==> src/hw/rtl/umclp_pkg.sv <==
// Package for the motor command line parser: sequencer and decode types,
// result kind codes, character constants and fixed-point scaling constants.
// No dependencies.
`default_nettype none
package umclp_pkg;

   typedef enum logic [6:0] {
      ST_IDLE = 7'b0000001,
      ST_READ = 7'b0000010,
      ST_CHAR = 7'b0000100,
      ST_PAD  = 7'b0001000,
      ST_DIV  = 7'b0010000,
      ST_FIN  = 7'b0100000,
      ST_OUT  = 7'b1000000
   } state_type;

   typedef enum logic [3:0] {
      MD_HEAD  = 4'b0001,
      MD_NUM   = 4'b0010,
      MD_GAINS = 4'b0100,
      MD_BAD   = 4'b1000
   } mode_type;

   localparam logic [2:0] KIND_STOP      = 3'd0;
   localparam logic [2:0] KIND_RPM       = 3'd1;
   localparam logic [2:0] KIND_DUTY      = 3'd2;
   localparam logic [2:0] KIND_PID_BOTH  = 3'd3;
   localparam logic [2:0] KIND_PID_LEFT  = 3'd4;
   localparam logic [2:0] KIND_PID_RIGHT = 3'd5;
   localparam logic [2:0] KIND_ERROR     = 3'd6;

   localparam logic [7:0] CH_LF    = 8'h0A;
   localparam logic [7:0] CH_CR    = 8'h0D;
   localparam logic [7:0] CH_SPACE = 8'h20;
   localparam logic [7:0] CH_PLUS  = 8'h2B;
   localparam logic [7:0] CH_COMMA = 8'h2C;
   localparam logic [7:0] CH_MINUS = 8'h2D;
   localparam logic [7:0] CH_DOT   = 8'h2E;
   localparam logic [7:0] CH_ZERO  = 8'h30;
   localparam logic [7:0] CH_NINE  = 8'h39;
   localparam logic [7:0] CH_D     = 8'h44;
   localparam logic [7:0] CH_L     = 8'h4C;
   localparam logic [7:0] CH_M     = 8'h4D;
   localparam logic [7:0] CH_O     = 8'h4F;
   localparam logic [7:0] CH_P     = 8'h50;
   localparam logic [7:0] CH_R     = 8'h52;
   localparam logic [7:0] CH_S     = 8'h53;
   localparam logic [7:0] CH_T     = 8'h54;

   localparam logic [2:0]  DEC_DIGITS = 3'd5;

   // Q16.16 fraction: (f*2^16 + 50000) / 100000 == (f*2^11 + 1562) / 3125,
   // and the divide by 3125 is a multiply by ceil(2^40 / 3125), exact below 2^28.
   localparam int          FRAC_BITS  = 16;
   localparam logic [27:0] FRAC_ROUND = 28'd1562;
   localparam logic [28:0] FRAC_RECIP = 29'd351843721;

endpackage
`default_nettype wire

==> src/hw/rtl/umclp_ram.sv <==
// Generic single-write, single-read RAM with registered read data.
// No dependencies.
`default_nettype none
module umclp_ram #(
   parameter int WIDTH = 8,
   parameter int DEPTH = 32
) (
   input  wire logic                     clock,
   input  wire logic                     wr_en,
   input  wire logic [$clog2(DEPTH)-1:0] wr_addr,
   input  wire logic [WIDTH-1:0]         wr_data,
   input  wire logic [$clog2(DEPTH)-1:0] rd_addr,
   output logic      [WIDTH-1:0]         rd_data
);
   logic [WIDTH-1:0] mem_ff [DEPTH];

   always_ff @(posedge clock) begin
      if (wr_en) begin
         mem_ff[wr_addr] <= wr_data;
      end
      rd_data <= mem_ff[rd_addr];
   end
endmodule
`default_nettype wire

==> src/hw/rtl/uart_motor_command_line_parser_core.sv <==
// Top level of the motor command line parser: line store, decode sequencer
// and reciprocal fraction scaler. Depends on umclp_pkg and umclp_ram.
//
// Bytes 0x20 and up are stored in the line store. A CR or LF on a
// non-empty line starts a decode that reads the line store one byte at a
// time, then converts each number by padding the fraction to five digits,
// a setup step, a reciprocal multiply and a combine step. The input is
// not ready during a decode or while a result waits for the output
// register to free up.
`default_nettype none
module uart_motor_command_line_parser_core #(
   parameter int LINE_DEPTH  = 32,
   parameter int FIELD_DEPTH = 16
) (
   input  wire logic         clock,
   input  wire logic         reset,
   input  wire logic         req_tvalid,
   output logic              req_tready,
   input  wire logic [39:0]  req_tdata,   // rx_byte[7:0], time_ms[39:8]
   output logic              rsp_tvalid,
   input  wire logic         rsp_tready,
   output logic      [127:0] rsp_tdata,   // value_a, value_b, value_c, motion_time_ms
   output logic      [2:0]   rsp_tuser    // result_kind
);
   localparam int AW = $clog2(LINE_DEPTH);
   localparam int FW = $clog2(FIELD_DEPTH);
   localparam int SW = 33 + umclp_pkg::FRAC_BITS;
   localparam logic [1:0] NS_START = 2'd0;
   localparam logic [1:0] NS_INT   = 2'd1;
   localparam logic [1:0] NS_FRAC  = 2'd2;

   umclp_pkg::state_type state_ff, state_in;
   umclp_pkg::mode_type  mode_ff, mode_in;
   logic [2:0]  cmd_ff, cmd_in, res_ff, res_in;
   logic [7:0]  b0_ff, b0_in, b1_ff, b1_in;
   logic [2:0]  n_ff, n_in;
   logic        stop_ff, stop_in, last_ff, last_in;
   logic [AW-1:0] count_ff, count_in, len_ff, len_in, rd_ff, rd_in;
   logic [31:0] time_ff, time_in;
   logic [1:0]  vi_ff, vi_in, ns_ff, ns_in;
   logic [31:0] val_ff [3];
   logic [31:0] val_in [3];
   logic        minus_ff, minus_in, any_ff, any_in, rnd_ff, rnd_in;
   logic [31:0] ip_ff, ip_in;
   logic [16:0] f_ff, f_in;
   logic [2:0]  fc_ff, fc_in;
   logic [FW-1:0] flen_ff, flen_in;
   logic [27:0] dvd_ff, dvd_in;
   logic [umclp_pkg::FRAC_BITS:0] q_ff, q_in;
   logic        ov_ff, ov_in;
   logic [2:0]  ok_ff, ok_in;
   logic [31:0] oa_ff, oa_in, ob_ff, ob_in, oc_ff, oc_in, ot_ff, ot_in;

   logic        ram_we;
   logic [7:0]  ram_rdata, c, rx;
   logic        accept, is_dig;
   logic [3:0]  d;
   logic [35:0] ip10;
   logic [19:0] f10;
   logic [16:0] f_r;
   logic [56:0] prod;
   logic [SW-1:0] mag;
   logic [31:0] m32, sval;
   logic        sneg, pid, motion;

   umclp_ram #(.WIDTH(8), .DEPTH(LINE_DEPTH)) u_line (
      .clock   (clock),
      .wr_en   (ram_we),
      .wr_addr (count_ff),
      .wr_data (rx),
      .rd_addr (rd_ff),
      .rd_data (ram_rdata)
   );

   assign rx     = req_tdata[7:0];
   assign c      = ram_rdata;
   assign accept = req_tvalid && req_tready;
   assign req_tready = (state_ff == umclp_pkg::ST_IDLE);
   assign rsp_tvalid = ov_ff;
   assign rsp_tuser  = ok_ff;
   assign rsp_tdata  = {ot_ff, oc_ff, ob_ff, oa_ff};

   assign is_dig = (c >= umclp_pkg::CH_ZERO) && (c <= umclp_pkg::CH_NINE);
   assign d      = c[3:0];
   assign ip10   = {1'b0, ip_ff, 3'b000} + {3'b000, ip_ff, 1'b0} + {32'd0, d};
   assign f10    = {f_ff, 3'b000} + {2'b00, f_ff, 1'b0} + {16'd0, d};
   assign f_r    = f_ff + {16'd0, rnd_ff};
   assign prod   = 57'(dvd_ff) * 57'(umclp_pkg::FRAC_RECIP);
   assign mag    = {1'b0, ip_ff, {umclp_pkg::FRAC_BITS{1'b0}}} + SW'(q_ff);
   assign m32    = (mag[SW-1:31] != '0) ? 32'h7FFF_FFFF : mag[31:0];
   assign sneg   = minus_ff && (m32 != 32'd0);
   assign sval   = minus_ff ? (32'd0 - m32) : m32;
   assign pid    = (res_ff == umclp_pkg::KIND_PID_BOTH) || (res_ff == umclp_pkg::KIND_PID_LEFT)
                   || (res_ff == umclp_pkg::KIND_PID_RIGHT);
   assign motion = (res_ff == umclp_pkg::KIND_RPM) || (res_ff == umclp_pkg::KIND_DUTY);

   always_comb begin
      state_in = state_ff; mode_in = mode_ff; cmd_in = cmd_ff; res_in = res_ff;
      b0_in = b0_ff; b1_in = b1_ff; n_in = n_ff; stop_in = stop_ff; last_in = last_ff;
      count_in = count_ff; len_in = len_ff; rd_in = rd_ff; time_in = time_ff;
      vi_in = vi_ff; ns_in = ns_ff;
      for (int i = 0; i < 3; i++) val_in[i] = val_ff[i];
      minus_in = minus_ff; any_in = any_ff; rnd_in = rnd_ff; ip_in = ip_ff;
      f_in = f_ff; fc_in = fc_ff; flen_in = flen_ff;
      dvd_in = dvd_ff; q_in = q_ff;
      ov_in = ov_ff; ok_in = ok_ff; oa_in = oa_ff; ob_in = ob_ff; oc_in = oc_ff;
      ot_in = ot_ff;
      ram_we = 1'b0;

      if (ov_ff && rsp_tready) ov_in = 1'b0;

      unique case (state_ff)
         umclp_pkg::ST_IDLE: begin
            if (accept) begin
               if (rx == umclp_pkg::CH_CR || rx == umclp_pkg::CH_LF) begin
                  if (count_ff != '0) begin
                     len_in = count_ff; count_in = '0; rd_in = '0;
                     mode_in = umclp_pkg::MD_HEAD; n_in = 3'd0; stop_in = 1'b1;
                     last_in = 1'b0; vi_in = 2'd0; time_in = req_tdata[39:8];
                     for (int i = 0; i < 3; i++) val_in[i] = 32'd0;
                     ns_in = NS_START; minus_in = 1'b0; any_in = 1'b0; rnd_in = 1'b0;
                     ip_in = 32'd0; f_in = 17'd0; fc_in = 3'd0; flen_in = '0;
                     state_in = umclp_pkg::ST_READ;
                  end
               end else if (count_ff >= AW'(LINE_DEPTH - 1)) begin
                  count_in = '0;
                  res_in   = umclp_pkg::KIND_ERROR;
                  state_in = umclp_pkg::ST_OUT;
               end else if (rx >= umclp_pkg::CH_SPACE) begin
                  ram_we   = 1'b1;
                  count_in = count_ff + AW'(1);
               end
            end
         end
         umclp_pkg::ST_READ: begin
            if (rd_ff == len_ff) begin
               if (mode_ff == umclp_pkg::MD_BAD || mode_ff == umclp_pkg::MD_HEAD) begin
                  res_in = (stop_ff && n_ff == 3'd4) ? umclp_pkg::KIND_STOP
                                                     : umclp_pkg::KIND_ERROR;
                  state_in = umclp_pkg::ST_OUT;
               end else if (!last_ff) begin
                  last_in  = 1'b1;
                  state_in = umclp_pkg::ST_PAD;
               end else begin
                  res_in = (mode_ff == umclp_pkg::MD_NUM || vi_ff == 2'd3) ? cmd_ff
                                                                          : umclp_pkg::KIND_ERROR;
                  state_in = umclp_pkg::ST_OUT;
               end
            end else begin
               rd_in    = rd_ff + AW'(1);
               state_in = umclp_pkg::ST_CHAR;
            end
         end
         umclp_pkg::ST_CHAR: begin
            state_in = umclp_pkg::ST_READ;
            if (c != umclp_pkg::CH_SPACE) begin
               n_in = (n_ff == 3'd5) ? n_ff : n_ff + 3'd1;
               case (n_ff)
                  3'd0: stop_in = stop_ff && (c == umclp_pkg::CH_S);
                  3'd1: stop_in = stop_ff && (c == umclp_pkg::CH_T);
                  3'd2: stop_in = stop_ff && (c == umclp_pkg::CH_O);
                  3'd3: stop_in = stop_ff && (c == umclp_pkg::CH_P);
                  default: stop_in = 1'b0;
               endcase
               if (mode_ff == umclp_pkg::MD_HEAD) begin
                  if (n_ff == 3'd0) begin
                     b0_in = c;
                  end else if (n_ff == 3'd1) begin
                     b1_in = c;
                     if (c == umclp_pkg::CH_COMMA) begin
                        if (b0_ff == umclp_pkg::CH_M) begin
                           mode_in = umclp_pkg::MD_NUM; cmd_in = umclp_pkg::KIND_RPM;
                        end else if (b0_ff == umclp_pkg::CH_D) begin
                           mode_in = umclp_pkg::MD_NUM; cmd_in = umclp_pkg::KIND_DUTY;
                        end else if (b0_ff == umclp_pkg::CH_P) begin
                           mode_in = umclp_pkg::MD_GAINS; cmd_in = umclp_pkg::KIND_PID_BOTH;
                        end else begin
                           mode_in = umclp_pkg::MD_BAD;
                        end
                     end
                  end else begin
                     if (b0_ff == umclp_pkg::CH_P && c == umclp_pkg::CH_COMMA
                         && b1_ff == umclp_pkg::CH_L) begin
                        mode_in = umclp_pkg::MD_GAINS; cmd_in = umclp_pkg::KIND_PID_LEFT;
                     end else if (b0_ff == umclp_pkg::CH_P && c == umclp_pkg::CH_COMMA
                                  && b1_ff == umclp_pkg::CH_R) begin
                        mode_in = umclp_pkg::MD_GAINS; cmd_in = umclp_pkg::KIND_PID_RIGHT;
                     end else begin
                        mode_in = umclp_pkg::MD_BAD;
                     end
                  end
               end else if (mode_ff != umclp_pkg::MD_BAD) begin
                  if (c == umclp_pkg::CH_COMMA) begin
                     if (mode_ff == umclp_pkg::MD_GAINS && vi_ff != 2'd3) begin
                        state_in = umclp_pkg::ST_PAD;
                     end else begin
                        mode_in = umclp_pkg::MD_BAD;
                     end
                  end else if (mode_ff == umclp_pkg::MD_GAINS
                               && flen_ff >= FW'(FIELD_DEPTH - 1)) begin
                     mode_in = umclp_pkg::MD_BAD;
                  end else begin
                     if (mode_ff == umclp_pkg::MD_GAINS) flen_in = flen_ff + FW'(1);
                     if (ns_ff == NS_START && c == umclp_pkg::CH_MINUS) begin
                        minus_in = 1'b1; ns_in = NS_INT;
                     end else if (ns_ff == NS_START && c == umclp_pkg::CH_PLUS) begin
                        ns_in = NS_INT;
                     end else if (is_dig && ns_ff != NS_FRAC) begin
                        any_in = 1'b1; ns_in = NS_INT;
                        ip_in  = (ip10[35:32] != 4'd0) ? 32'hFFFF_FFFF : ip10[31:0];
                     end else if (c == umclp_pkg::CH_DOT && ns_ff != NS_FRAC) begin
                        ns_in = NS_FRAC;
                     end else if (is_dig) begin
                        any_in = 1'b1;
                        if (fc_ff < umclp_pkg::DEC_DIGITS) f_in = f10[16:0];
                        else if (fc_ff == umclp_pkg::DEC_DIGITS) rnd_in = (d >= 4'd5);
                        if (fc_ff <= umclp_pkg::DEC_DIGITS) fc_in = fc_ff + 3'd1;
                     end else begin
                        mode_in = umclp_pkg::MD_BAD;
                     end
                  end
               end
            end
         end
         umclp_pkg::ST_PAD: begin
            if (!any_ff) begin
               mode_in  = umclp_pkg::MD_BAD;
               state_in = umclp_pkg::ST_READ;
            end else if (fc_ff < umclp_pkg::DEC_DIGITS) begin
               f_in  = 17'({f_ff, 3'b000} + {2'b00, f_ff, 1'b0});
               fc_in = fc_ff + 3'd1;
            end else begin
               dvd_in   = {f_r, 11'd0} + umclp_pkg::FRAC_ROUND;
               state_in = umclp_pkg::ST_DIV;
            end
         end
         umclp_pkg::ST_DIV: begin
            q_in     = prod[56:40];
            state_in = umclp_pkg::ST_FIN;
         end
         umclp_pkg::ST_FIN: begin
            if (mode_ff == umclp_pkg::MD_GAINS && sneg) begin
               mode_in = umclp_pkg::MD_BAD;
            end else begin
               case (vi_ff)
                  2'd0: val_in[0] = sval;
                  2'd1: val_in[1] = sval;
                  default: val_in[2] = sval;
               endcase
            end
            vi_in = vi_ff + 2'd1;
            ns_in = NS_START; minus_in = 1'b0; any_in = 1'b0; rnd_in = 1'b0;
            ip_in = 32'd0; f_in = 17'd0; fc_in = 3'd0; flen_in = '0;
            state_in = umclp_pkg::ST_READ;
         end
         umclp_pkg::ST_OUT: begin
            if (!ov_ff || rsp_tready) begin
               ov_in = 1'b1;
               ok_in = res_ff;
               oa_in = (pid || motion) ? val_ff[0] : 32'd0;
               ob_in = pid ? val_ff[1] : 32'd0;
               oc_in = pid ? val_ff[2] : 32'd0;
               ot_in = motion ? time_ff : 32'd0;
               state_in = umclp_pkg::ST_IDLE;
            end
         end
         default: state_in = umclp_pkg::ST_IDLE;
      endcase
   end

   always_ff @(posedge clock) begin
      if (reset) begin
         state_ff <= umclp_pkg::ST_IDLE;
         mode_ff  <= umclp_pkg::MD_HEAD;
         count_ff <= '0;
         ov_ff    <= 1'b0;
      end else begin
         state_ff <= state_in;
         mode_ff  <= mode_in;
         count_ff <= count_in;
         ov_ff    <= ov_in;
      end
      cmd_ff <= cmd_in; res_ff <= res_in; b0_ff <= b0_in; b1_ff <= b1_in;
      n_ff <= n_in; stop_ff <= stop_in; last_ff <= last_in; len_ff <= len_in;
      rd_ff <= rd_in; time_ff <= time_in; vi_ff <= vi_in; ns_ff <= ns_in;
      for (int i = 0; i < 3; i++) val_ff[i] <= val_in[i];
      minus_ff <= minus_in; any_ff <= any_in; rnd_ff <= rnd_in; ip_ff <= ip_in;
      f_ff <= f_in; fc_ff <= fc_in; flen_ff <= flen_in;
      dvd_ff <= dvd_in; q_ff <= q_in;
      ok_ff <= ok_in; oa_ff <= oa_in; ob_ff <= ob_in; oc_ff <= oc_in; ot_ff <= ot_in;
   end

   a_fill_bound: assert property (@(posedge clock) disable iff (reset)
      count_ff <= AW'(LINE_DEPTH - 1))
      else $error("fill count beyond line store");

   a_time_only_motion: assert property (@(posedge clock) disable iff (reset)
      rsp_tvalid && rsp_tuser != umclp_pkg::KIND_RPM && rsp_tuser != umclp_pkg::KIND_DUTY
      |-> rsp_tdata[127:96] == 32'd0)
      else $error("motion time on non-motion result");

   a_zero_values: assert property (@(posedge clock) disable iff (reset)
      rsp_tvalid && (rsp_tuser == umclp_pkg::KIND_STOP || rsp_tuser == umclp_pkg::KIND_ERROR)
      |-> rsp_tdata[95:0] == 96'd0)
      else $error("values on stop or error result");

   a_line_end_starts: assert property (@(posedge clock) disable iff (reset)
      accept && (rx == umclp_pkg::CH_CR || rx == umclp_pkg::CH_LF) && count_ff != '0
      |=> state_ff == umclp_pkg::ST_READ && count_ff == '0)
      else $error("line end did not start decode");

endmodule
`default_nettype wire

==> config.mk <==
export PLATFORM = sky130hd
export DESIGN_NAME = uart_motor_command_line_parser_core
export DESIGN_NICKNAME = d
export VERILOG_FILES = /design/src/hw/rtl/umclp_pkg.sv /design/src/hw/rtl/umclp_ram.sv /design/src/hw/rtl/uart_motor_command_line_parser_core.sv
export SDC_FILE = /design/constraint.sdc
export NUM_CORES = 2
export LEC_CHECK = 0
export CELL_PAD_IN_SITES_DETAIL_PLACEMENT = 1
export CELL_PAD_IN_SITES_GLOBAL_PLACEMENT = 2
export CORE_UTILIZATION = 42
export DETAILED_ROUTE_END_ITERATION = 12
export DONT_BUFFER_PORTS = 1
export GPL_ROUTABILITY_DRIVEN = 0
export PLACE_DENSITY = 0.79
export SLEW_MARGIN = 10
export SYNTH_ARGS = -nofsm -noshare
export SYNTH_HDL_FRONTEND = slang
export SYNTH_HIERARCHICAL = 1
export SYNTH_SLANG_ARGS = --single-unit
==> constraint.sdc <==
create_clock -name clock -period 8.1 [get_ports clock]
set_clock_uncertainty 0.15 [all_clocks]
set_input_delay 1.62 -clock clock [delete_from_list [all_inputs] [get_ports clock]]
set_output_delay 1.62 -clock clock [all_outputs]
set_load 0.005 [all_outputs]
* After elaboration in Yosys (flattened, before gate mapping) *
Memory sizes are Yosys's and may differ from the RTL's. A register that Yosys moved wholly into a read port is not among the register bits.
Index checks and enable logic that the tools add are counted.

word-level totals
  memories = 2
  word-level logic and storage cells = 419
  flip-flop bits (word level) = 325
  bits in writable memories = 352

cells by class
  reductions and logical operators = 66
  bitwise operators = 2
  equal/unequal tests = 94
  $mul = 1
  order comparisons = 8
  multiplexer cells = 202
  add/sub/neg operators = 14

memory list
  name           words  bits a word  rd ports  clocked after memory_dff  wr ports  RTL line                                   source
  u_line.mem_ff  32     8            1         1                         1         umclp_ram.sv:15                            logic [WIDTH-1:0] mem_ff [DEPTH];
  val_ff         3      32           3         0                         3         uart_motor_command_line_parser_core.sv:41  logic [31:0] val_ff [3];

operators by type and width
  kind                                                                    count
  32-bit two-way mux                                                      17
  96-bit two-way mux                                                      4
  17-bit two-way mux                                                      16
  96-bit one-hot mux with 2 select lines                                  1
  4-bit two-way mux                                                       38
  3-bit two-way mux                                                       33
  32-bit one-hot mux with 3 select lines                                  1
  8-bit by 7-bit == test with 1-bit output (second input constant)        9
  7-bit two-way mux                                                       10
  17-bit one-hot mux with 4 select lines                                  1
  2-bit != test (second input constant)                                   29
  28-bit by 29-bit multiplier with 57-bit output (second input constant)  1
  48-bit by 17-bit adder with 49-bit output                               1
  7-bit one-hot mux with 7 select lines                                   1
  1-bit two-way mux                                                       47
  35-bit by 33-bit adder with 36-bit output                               1
  36-bit by 4-bit adder with 36-bit output                                1
  5-bit two-way mux                                                       7
  17-bit AND reduction                                                    2
  8-bit by 6-bit == test with 1-bit output (second input constant)        4
  16-bit AND reduction                                                    2
  32-bit nonzero test                                                     1
  1-bit by 32-bit subtractor with 32-bit output (first input constant)    1
  5-bit != test (second input constant)                                   6
  72 further kinds                                                        153

* Logic depth before layout (Yosys ltp) *
  depth after elaboration = 14
  mapped depth = 23
  gate-level depth less buffers = 23

* By module *
Netlist, hierarchy kept.

by module, submodules not included
  module                               cells each  instances  area each (sq um)  seq. area each (sq um)
  uart_motor_command_line_parser_core  2506        1          28630.0            12141.6
  umclp_ram                            417         1          10053.4            7847.5

* Least setup slack after synthesis *
Ideal clock, no wire load.

  path kind = input port to flip-flop
  start = input port rsp_tready
  end = register oa_ff[0], enable pin
  required time = 7312 ps
  setup slack = -211 ps
  arrival time = 7523 ps
  stages = 2
  setup time = 638 ps
  cell sequence = nand2b_1 -> nor2b_1

on the way
  longest elaborated chain between the ends = 2

RTL lines
  element                        RTL line                                    source
  start, declared                uart_motor_command_line_parser_core.sv:21   input wire logic rsp_tready,
  1-bit logical OR               uart_motor_command_line_parser_core.sv:257  if (!ov_ff || rsp_tready) begin
  2-bit AND reduction (no line)  n/a
  end signal, assigned           uart_motor_command_line_parser_core.sv:290  ok_ff <= ok_in; oa_ff <= oa_in; ob_ff <= ob_in; oc_ff <= oc_in; ot_ff <= ot_in;
  end, declared                  uart_motor_command_line_parser_core.sv:52   logic [31:0] oa_ff, oa_in, ob_ff, ob_in, oc_ff, oc_in, ot_ff, ot_in;

No other way between the ends.
A chain may end at the register's enable or synchronous reset.

==> qor.yml <==
status: "finished clean"
clkTransAtPathRegs_ns: 0.06
power.total_mw: 7.40
grt_remaining_overflow: 0
cp_data_arrival_time_ns: 7.48
row_count: 110
reg2reg_to: "val_ff[0][71]"
hpwl_mm: 69.7
synth.net_count: 3473
fmax_mhz: 135
drc: 0
core-area_sq_mm: 0.0906
synth_ff_type: "edfxtp_1"
cap_viol_max_count: 0
drive_gt1_share_pct: 8.36
start_util_pct: 42.7
synthTopCellsByArea: "edfxtp_1 (50%), ha_1 (11%), fa_1 (9.2%)"
finalSetupTns_ns: 0
multi_input_area_sq_mm: 0.0172
gr-usage-all-layers_pct: 19.7
setup_violations: 0
end_kind: "register"
seq_area_frac_synth_pct: 51.7
diodes: 0
fin_util_pct: 46.9
synth_top_area_share_pct: 50.4
grt_pass1_vias: 24920
antenna_found_initial: 1
regArea_sq_mm: 0.0200
die-area_sq_mm: 0.0933
slew_headroom_pct: 23.5
rsz0062_at_grt: "false"
ff2ff_setup_slack_ns: 0.71
r2r-start: "ip_ff[0]"
crit_path_max_fanout: 32
h-tree-depth: 3
hold_path_class: "reg2reg"
grt_max_degree: 82
io-pin-count: 177
dr.pass1.iters: 5
die_w_um: 305
powerDensity_mw_per_mm2: 174
leakagePower_nw: 16.0
worstSetupStartpointType: "register"
synth_top_area_cell: "edfxtp_1"
cts_resized: 0
worst_ep_required_time_ns: 8.19
clock_sinks: 674
path_class: "reg2reg"
wl_per_cell_um: 21.9
cts_tree: "yes"
synthMostInstantiatedCell: "edfxtp_1"
cts.path.max_buffers: 3
fin_crit_sh_pct: 91.3
synth_edf_count: 649
async_flop_share_pct: 0
wl_mm: 91.4
period_minus_slack_ns: 7.39
crit_path_end: "val_ff[0][71]"
startpoint: "ip_ff[0]"
areaGrowthSynthToFinish_pct: 9.75
viasPerCell: 5.49
fp.dieH_um: 305
post_cts_buffers: 0
grt_pass1_wl_mm: 144
insertion_delay_ns: 0.64
drv_slew: 0
syn_inst: 2923
cts_hold_buf: 0
synthTopCellsByCount: "edfxtp_1 (649), ha_1 (329), inv_1 (316)"
vias: 22955
drtIter0Drc: 1459
final_nets: 3498
cts_buffers: 75
finalHoldViolCount: 0
r2r_cells: 18
yosysWarnings: 6
ir_worst_vdd_uv: 208
syn_area_per_cell_sq_um: 13.2
worst_pin_slew_ns: 1.15
final_antenna_net_count: 0
yosysUniqueCellTypes: 90
n_fill_cell: 9152
synth_seq_cells: 674
synth_area_sq_mm: 0.0387
clockRootBuffer: "clkbuf_16"
io_buffers: 0
==> cell type report <==
type	instances	area share (%)
Clock buffer	93	4.67
Clock inverter	40	1.03
Inverter	316	2.79
Multi-Input combinational cell	1863	40.6
Sequential cell	674	47.1
Tap cell	1176	3.47
Timing Repair Buffer	18	0.318
==> metal layers <==
| layer | wire length (um) | track usage, % |
|---|---|---|
| met5 | 13 | 0 |
| met4 | 1830 | 4.63 |
| met2 | 45000 | 33.9 |
| met1 | 40600 | 26.0 |
| met3 | 3890 | 3.29 |
==> worst max-delay path: stages, from the launching register on <==
cell	delay (ns)
edfxtp_1	0.41
ha_1	0.22
ha_1	0.23
nand3_1	0.31
or4_4	0.59
nor4_4	0.33
a21oi_2	0.11
a2111oi_4	0.36
nand4_2	0.43
nor2_1	0.30
ha_1	0.22
or3b_1	0.42
nor3_1	0.26
nand4bb_1	0.16
or4_1	0.41
nor3_1	0.56
nand4_2	0.29
nor2b_1	0.31
a21oi_4	0.92
==> stage by stage <==
| step | instance area [sq um] | hold slack, ns | std cells | worst slack (ns) |
|---|---|---|---|---|
| 4_1_cts | 42500 | 0.360 | 4180 | 0.646 |
| 3_5_place_dp | 40000 | 0.355 | 4047 | 0.670 |
| 3_3_place_gp | 40000 | 0.352 | 4047 | 0.990 |
| 2_1_floorplan | 38700 | 0.313 | 2923 | 0.342 |
| 5_1_grt | 42500 | 0.381 | 4180 | 0.148 |
| 6_report | 42500 | 0.356 | 4180 | 0.705 |
==> state kept, by name (all words and copies together) (netlist names), 32 cells and up <==
| register | count |
|---|---|
| ot_ff | 32 |
| ip_ff | 32 |
| time_ff | 32 |
| oa_ff | 32 |
| val_ff | 96 |
| ob_ff | 32 |
| u_line/mem_ff | 256 |
| oc_ff | 32 |
==> power breakdown <==
group	internal, mW	total, mW	switching [mW]
Clock	1.90	3.31	1.42
Sequential	3.83	3.86	0.0365
Combinational	0.0838	0.225	0.142
==> placed cells by master (no fill, tap or decap), types with 11 or more instances in the layout <==
master	n
nor2b_1	23
and3_1	21
nand4_1	28
mux4_2	80
nand3b_1	21
nand3_1	66
xnor2_1	75
nand2b_1	18
nor2_1	165
a211oi_1	14
inv_1	315
xor2_1	55
dfxtp_1	25
edfxtp_1	649
fa_1	177
nor4_1	15
nor3_1	39
clkbuf_1	14
or3_1	15
ha_1	329
and2_1	142
buf_4	18
nand2_1	111
clkinv_1	14
o21ai_0	82
o21a_1	11
clkbuf_16	75
a31oi_1	27
a21oi_1	151
a21o_1	25
==> cells by family after synthesis <==
group	Yosys count	share of synthesized area, %
xor gates and xnor gates	130	2.94
AOI/OAI and AO/OA	397	6.29
other	2	0.0194
DFF	674	51.7
adders and majority gates	506	19.8
muxes	100	5.20
and+or+nand+nor	728	10.2
buffers and inverters	386	3.90
==> how the worst min path moves through the flow <==
| stage | depth (start not counted) | from | endpoint | slack, ns |
|---|---|---|---|---|
| after global placement | 1 | val_ff[0][71] | oc_ff[7] | 0.35 |
| after floorplan | 0 | u_line/rd_data[5] | b0_ff[5] | 0.31 |
| after detailed placement | 1 | time_ff[5] | ot_ff[5] | 0.36 |
| after CTS | 1 | val_ff[0][71] | oc_ff[7] | 0.36 |
| final | 1 | val_ff[0][71] | oc_ff[7] | 0.36 |
| after global routing | 1 | val_ff[0][91] | oc_ff[27] | 0.38 |
(Power assumes the default switching activity.)
